**src/rtl/pvm_pkg.sv**
```systemverilog
// Package for the PCM voice mixer: payload types, constants, tables.
package pvm_pkg;

	localparam int PCM_VOICES = 12;
	localparam int ROM_BANKS = 16;
	localparam int BANK_BYTES = 65536;
	localparam int ALL_VOICES = 13;
	localparam int ADPCM_VOICE = 12;
	localparam int STORE_BYTES = ROM_BANKS * BANK_BYTES;
	localparam int STORE_AW = 20;
	localparam logic [31:0] ADPCM_RATE = 32'h0000_2aa0;

	localparam logic [1:0] FUNC_REG  = 2'd0;
	localparam logic [1:0] FUNC_MEM  = 2'd1;
	localparam logic [1:0] FUNC_TICK = 2'd2;
	localparam logic [1:0] FUNC_MODE = 2'd3;

	localparam logic [2:0] SLOT_POS   = 3'd0;
	localparam logic [2:0] SLOT_STEP  = 3'd1;
	localparam logic [2:0] SLOT_LEND  = 3'd2;
	localparam logic [2:0] SLOT_LSTRT = 3'd3;
	localparam logic [2:0] SLOT_BANK  = 3'd4;
	localparam logic [2:0] SLOT_RGAIN = 3'd5;
	localparam logic [2:0] SLOT_LGAIN = 3'd6;

	localparam logic [7:0] A_ADPCM_END  = 8'h6d;
	localparam logic [7:0] A_ADPCM_RG0  = 8'h6e;
	localparam logic [7:0] A_ADPCM_BANK = 8'h6f;
	localparam logic [7:0] A_ADPCM_LG0  = 8'h70;
	localparam logic [7:0] A_ADPCM_RG1  = 8'h74;
	localparam logic [7:0] A_ADPCM_POS  = 8'h75;
	localparam logic [7:0] A_ADPCM_LG1  = 8'h78;

	localparam logic [0:0] CFG_MUTE  = 1'd0;
	localparam logic [0:0] CFG_BANKS = 1'd1;

	typedef struct packed {
		logic [1:0]  func;
		logic [7:0]  reg_address;
		logic [15:0] value;
		logic [19:0] rom_address;
	} in_item_t;

	typedef struct packed {
		logic signed [15:0] left_sample;
		logic signed [15:0] right_sample;
	} out_item_t;

	function automatic logic [7:0] layout_base(input logic [2:0] mode, input logic [2:0] slot);
		logic [7:0] r;
		r = 8'h00;
		unique case (mode)
			3'd0: case (slot)
				3'd1: r = 8'h18; 3'd2: r = 8'h24; 3'd3: r = 8'h30;
				3'd4: r = 8'h3c; 3'd5: r = 8'h48; 3'd6: r = 8'hff; default: r = 8'h00;
			endcase
			3'd1: case (slot)
				3'd1: r = 8'h16; 3'd2: r = 8'h21; 3'd3: r = 8'h2c;
				3'd4: r = 8'h37; 3'd5: r = 8'h42; 3'd6: r = 8'h4d; default: r = 8'h00;
			endcase
			3'd5: case (slot)
				3'd1: r = 8'h18; 3'd2: r = 8'h24; 3'd3: r = 8'h30;
				3'd4: r = 8'h3c; 3'd5: r = 8'h54; 3'd6: r = 8'h60; default: r = 8'h00;
			endcase
			3'd6: case (slot)
				3'd1: r = 8'h10; 3'd2: r = 8'h18; 3'd3: r = 8'h20;
				3'd4: r = 8'h28; 3'd5: r = 8'h38; 3'd6: r = 8'h40; default: r = 8'h00;
			endcase
			3'd7: case (slot)
				3'd1: r = 8'h12; 3'd2: r = 8'h1b; 3'd3: r = 8'h24;
				3'd4: r = 8'h2d; 3'd5: r = 8'h3f; 3'd6: r = 8'h48; default: r = 8'h00;
			endcase
			default: r = 8'h00;
		endcase
		return r;
	endfunction

	function automatic logic [7:0] step_scale(input logic [3:0] i);
		logic [7:0] r;
		case (i)
			4'd0, 4'd1, 4'd15: r = 8'd154;
			4'd2, 4'd14: r = 8'd128;
			4'd3, 4'd13: r = 8'd102;
			4'd4, 4'd12: r = 8'd77;
			default: r = 8'd58;
		endcase
		return r;
	endfunction

endpackage

```
**src/rtl/pvm_front.sv**
```systemverilog
// Front end: input handshake, transaction queue toward the voice engine.
module pvm_front (
	input  logic              clk,
	input  logic              arst_n,
	input  logic              in_valid,
	output logic              in_ready,
	input  pvm_pkg::in_item_t in_data,
	output logic              q_valid,
	input  logic              q_ready,
	output pvm_pkg::in_item_t q_data
);
	import pvm_pkg::*;

	in_item_t  mem_q [4];
	logic [1:0] wp_q, rp_q;
	logic [2:0] cnt_q;
	logic push, pop;

	assign in_ready = (cnt_q != 3'd4);
	assign q_valid  = (cnt_q != 3'd0);
	assign q_data   = mem_q[rp_q];
	assign push     = in_valid && in_ready;
	assign pop      = q_valid && q_ready;

	always_ff @(posedge clk) begin
		if (push) mem_q[wp_q] <= in_data;
	end

	always_ff @(posedge clk or negedge arst_n) begin
		if (!arst_n) begin
			wp_q <= '0; rp_q <= '0; cnt_q <= '0;
		end else begin
			if (push) wp_q <= wp_q + 2'd1;
			if (pop) rp_q <= rp_q + 2'd1;
			cnt_q <= cnt_q + {2'b0, push} - {2'b0, pop};
		end
	end
endmodule

```
**config.mk**
```make
export PLATFORM = sky130hd
export DESIGN_NAME = pvm_front
export DESIGN_NICKNAME = d
export VERILOG_FILES = /design/src/rtl/pvm_pkg.sv /design/src/rtl/pvm_front.sv
export SDC_FILE = /design/constraint.sdc
export NUM_CORES = 1
export LEC_CHECK = 0
export BUFFER_PORTS_ARGS = -buffer_cell sky130_fd_sc_hd__buf_2
export CAP_MARGIN = 30
export CORE_MARGIN = 8
export CORE_UTILIZATION = 25
export DETAILED_ROUTE_END_ITERATION = 12
export SYNTH_ARGS = -nofsm -noshare
export SYNTH_HDL_FRONTEND = slang
export SYNTH_SLANG_ARGS = --single-unit
```
**constraint.sdc**
```tcl
create_clock -name clk -period 3 [get_ports clk]
set_input_delay 0.45 -clock clk [delete_from_list [all_inputs] [get_ports clk]]
set_output_delay 0.45 -clock clk [all_outputs]
set_load 0.01 [all_outputs]
```
==> flow_summary.json <==
{
  "cts_tree": "done",
  "synth_fa_ha_area_frac": 0.01339,
  "critPathLaunchType": "flip-flop",
  "yosysTopAreaCellShare": 0.7783,
  "crit_path_max_fanout": 20,
  "postRouteAntennaNets": 0,
  "grt_util_met2": 0.1546,
  "drt_iter0_markers": 166,
  "status": "complete, no violations",
  "grt_max_degree": 30,
  "ioPinCount": 98,
  "grt_pass1_vias": 3610,
  "syn_area_um2": 7099,
  "num_rows": 61,
  "final_hold_viol_count": 0,
  "netlist_instances": 281,
  "drtPass1Iterations": 4,
  "switchingPower_uw": 2478,
  "cts_root_buffer": "clkbuf_16",
  "clkPwrFrac": 0.269,
  "finalCritPeriodShare": 0.8976,
  "worstSetupPathType": "flip-flop to output port",
  "met1_usage": 0.09777,
  "drive_above_1_share": 0.4572,
  "clk_pin_slew_ns": 0.07,
  "clock_sink_count": 191,
  "synth.area.mux_share": 0.1459,
  "tightest_slew_ns": 0.5792,
  "synth_xor_area_frac": 0.004935,
  "synth.yosys.warnings": 0,
  "busiest_layer": "met2",
  "grt_pass1_wl_um": 21720,
  "hp-class": "primary input to flip-flop",
  "insertion_delay_ns": 0.42,
  "period_needed_ns": 2.693,
  "cts_resized": 0,
  "core_area_um2": 27860,
  "start_util": 0.2548,
  "cellPowerDensity_nw_per_um2": 972.5,
  "syn_area_per_cell_um2": 25.26,
  "place_ws_ns": 0.6622,
  "maxSlewViolCount": 0,
  "vias": 3213,
  "worstPathRequired_ns": 2.55,
  "ys_seq_area_frac": 0.8030,
  "cellLeakagePower_uw": 0.002925,
  "fill_cells": 2665,
  "die-width_um": 184.5,
  "grt-ovfl-total": 0,
  "synth_top_family_by_area": "multiplexers",
  "ys_ff_latch": 191,
  "synth_cell_types": 21,
  "synth-simple-area-share": 0.01480,
  "grt_use_met3": 0.02776,
  "die-area_um2": 34050,
  "yosysTopAreaCell": "edfxtp_1",
  "netlist_top_cells_area": "edfxtp_1 78%, mux4_2 15%, dfrtp_1 2.5%, ha_1 1.1%, and3b_1 0.49%",
  "setup_viol": 0,
  "syn_to_final_growth_pct": 22.74,
  "grt_setup_unrepaired": "false",
  "switching_share": 0.2925,
  "finalNetCount": 454,
  "pwr-share-comb": 0.281,
  "skew_ns": 0.01808,
  "slew_headroom": 0.6139,
  "cts_buffers": 17,
  "fin_setup_tns_ns": 0,
  "drt-total-wl_um": 14390,
  "seqPwrFrac": 0.450,
  "vdd_ir_drop_max_v": 0.0003383,
  "fin_hold_ws_ns": 0.2442,
  "cts-htree-levels": 4,
  "place_congestion": 0.6666,
  "die_h_um": 184.5,
  "synth-compound-area-share": 0.004582,
  "worstSetupEndpointType": "output port",
  "dp_hpwl_um": 9288,
  "vias_per_cell": 4.083,
  "finalWorstSetupSlack_ns": 0.3071,
  "antenna_found_initial": 4,
  "fmax_mhz": 371.4,
  "drc": 0,
  "num_antenna_cells": 0,
  "cts_buffer_depth": 2,
  "port_buffers": 97,
  "max_cap_violations": 0,
  "internal_power_uw": 5996,
  "cp.arrival_ns": 2.24,
  "wl_per_cell_um": 18.28,
  "grt_usage": 0.08754,
  "syn_nets": 338
}
==> cell usage after synthesis <==
| master | number |
|---|---|
| buf_4 | 2 |
| xnor2_1 | 3 |
| edfxtp_1 | 184 |
| ha_1 | 6 |
| nor3b_2 | 1 |
| buf_6 | 3 |
| and3b_1 | 4 |
| nand2_1 | 1 |
| nand2b_1 | 4 |
| nand4bb_1 | 2 |
| o31a_1 | 1 |
| or3_1 | 1 |
| xor2_1 | 1 |
| o211ai_1 | 2 |
| mux4_2 | 46 |
| buf_2 | 4 |
| o311ai_0 | 1 |
| fa_1 | 1 |
| clkbuf_1 | 1 |
| inv_1 | 6 |
| dfrtp_1 | 7 |
==> state kept, by name (all words and copies together), names as in the netlist <==
signal / cells
cnt_q: 3
mem_q: 184
wp_q: 2
rp_q: 2
==> worst paths after layout <==
kind	start	end	slack, ns	cells past startpoint
setup reg to reg	cnt_q[1]	cnt_q[2]	0.68	9
min in group asynchronous	arst_n	rp_q[0]	0.38	2
hold reg to reg	cnt_q[0]	cnt_q[0]	0.65	1
max in group asynchronous	arst_n	rp_q[0]	2.43	2
setup / recovery	rp_q[0]	q_data[36]	0.31	3
hold / removal	in_data[40]	mem_q[2][40]	0.24	1
==> repair_timing <==
item                      in CTS  in global routing
hold endpoints to repair       7                  0
setup buffers                  0                  0
hold buffers                   1                  0
==> cells by family after synthesis <==
| family | Yosys count |
|---|---|
| flip-flops | 191 |
| multiplexers | 46 |
| buffers and inverters | 16 |
| AND/OR/NAND/NOR | 13 |
| adder cells (fa/ha/maj) | 7 |
| AO/OA/AOI/OAI | 4 |
| XOR/XNOR | 4 |
==> worst max-delay path: stages (launching register included) <==
cell	delay, ns
dfrtp_4	0.69
buf_4	0.40
mux4_2	0.56
buf_2	0.16
==> power by group through the flow <==
stage                     Combinational [µW]  Clock (µW)  Sequential, µW
final                                   2380        2280            3820
after global routing                    2610        2460            3890
after CTS                               2500        2350            3840
after detailed placement                2490           0            3900
after global placement                  2460           0            3860
after floorplan                         1650           0            3700
==> cell usage in the layout, fill, tap and decap left out, types with 2 or more instances in the layout <==
| cell | n |
|---|---|
| nand2b_1 | 4 |
| buf_12 | 4 |
| bufinv_16 | 3 |
| clkinv_4 | 2 |
| edfxtp_1 | 184 |
| buf_2 | 97 |
| and3b_2 | 4 |
| ha_1 | 6 |
| clkinv_1 | 2 |
| buf_4 | 5 |
| inv_1 | 6 |
| nand4bb_1 | 2 |
| dfrtp_1 | 5 |
| inv_6 | 2 |
| o211ai_1 | 2 |
| mux4_2 | 46 |
| clkbuf_16 | 17 |
| clkinv_2 | 2 |
| xnor2_1 | 3 |
==> stage by stage <==
| step | total power (µW) | instance area, µm² | cells | util |
|---|---|---|---|---|
| floorplan | 5359 | 7099 | 281 | - |
| global placement | 6316 | 8113 | 755 | 0.2912 |
| detailed placement | 6388 | 8113 | 755 | 0.2912 |
| CTS | 8687 | 8713 | 787 | 0.3128 |
| global route | 8956 | 8713 | 787 | 0.3128 |
| finish | 8474 | 8713 | 787 | 0.3128 |
==> per-layer routing <==
layer	vias to the layer above	routed length [µm]	share of wire
met5	-	40	0.0028
met4	6	163	0.011
met3	14	789	0.055
met2	67	7598	0.53
met1	1708	5796	0.40
li1	1418	-	-
==> area by class of cell <==
cell class                 count  area (µm²)  share of cell area
clock buffer                  18       429.2             0.04925
clock inverter                13       161.4             0.01852
inverter                       6       22.52            0.002585
multi-input combinational     74        1309              0.1502
sequential                   191        5705              0.6548
tap                          378       473.0             0.05428
timing repair buffer         107       613.1             0.07036
Power figures use the tool's default switching activity.
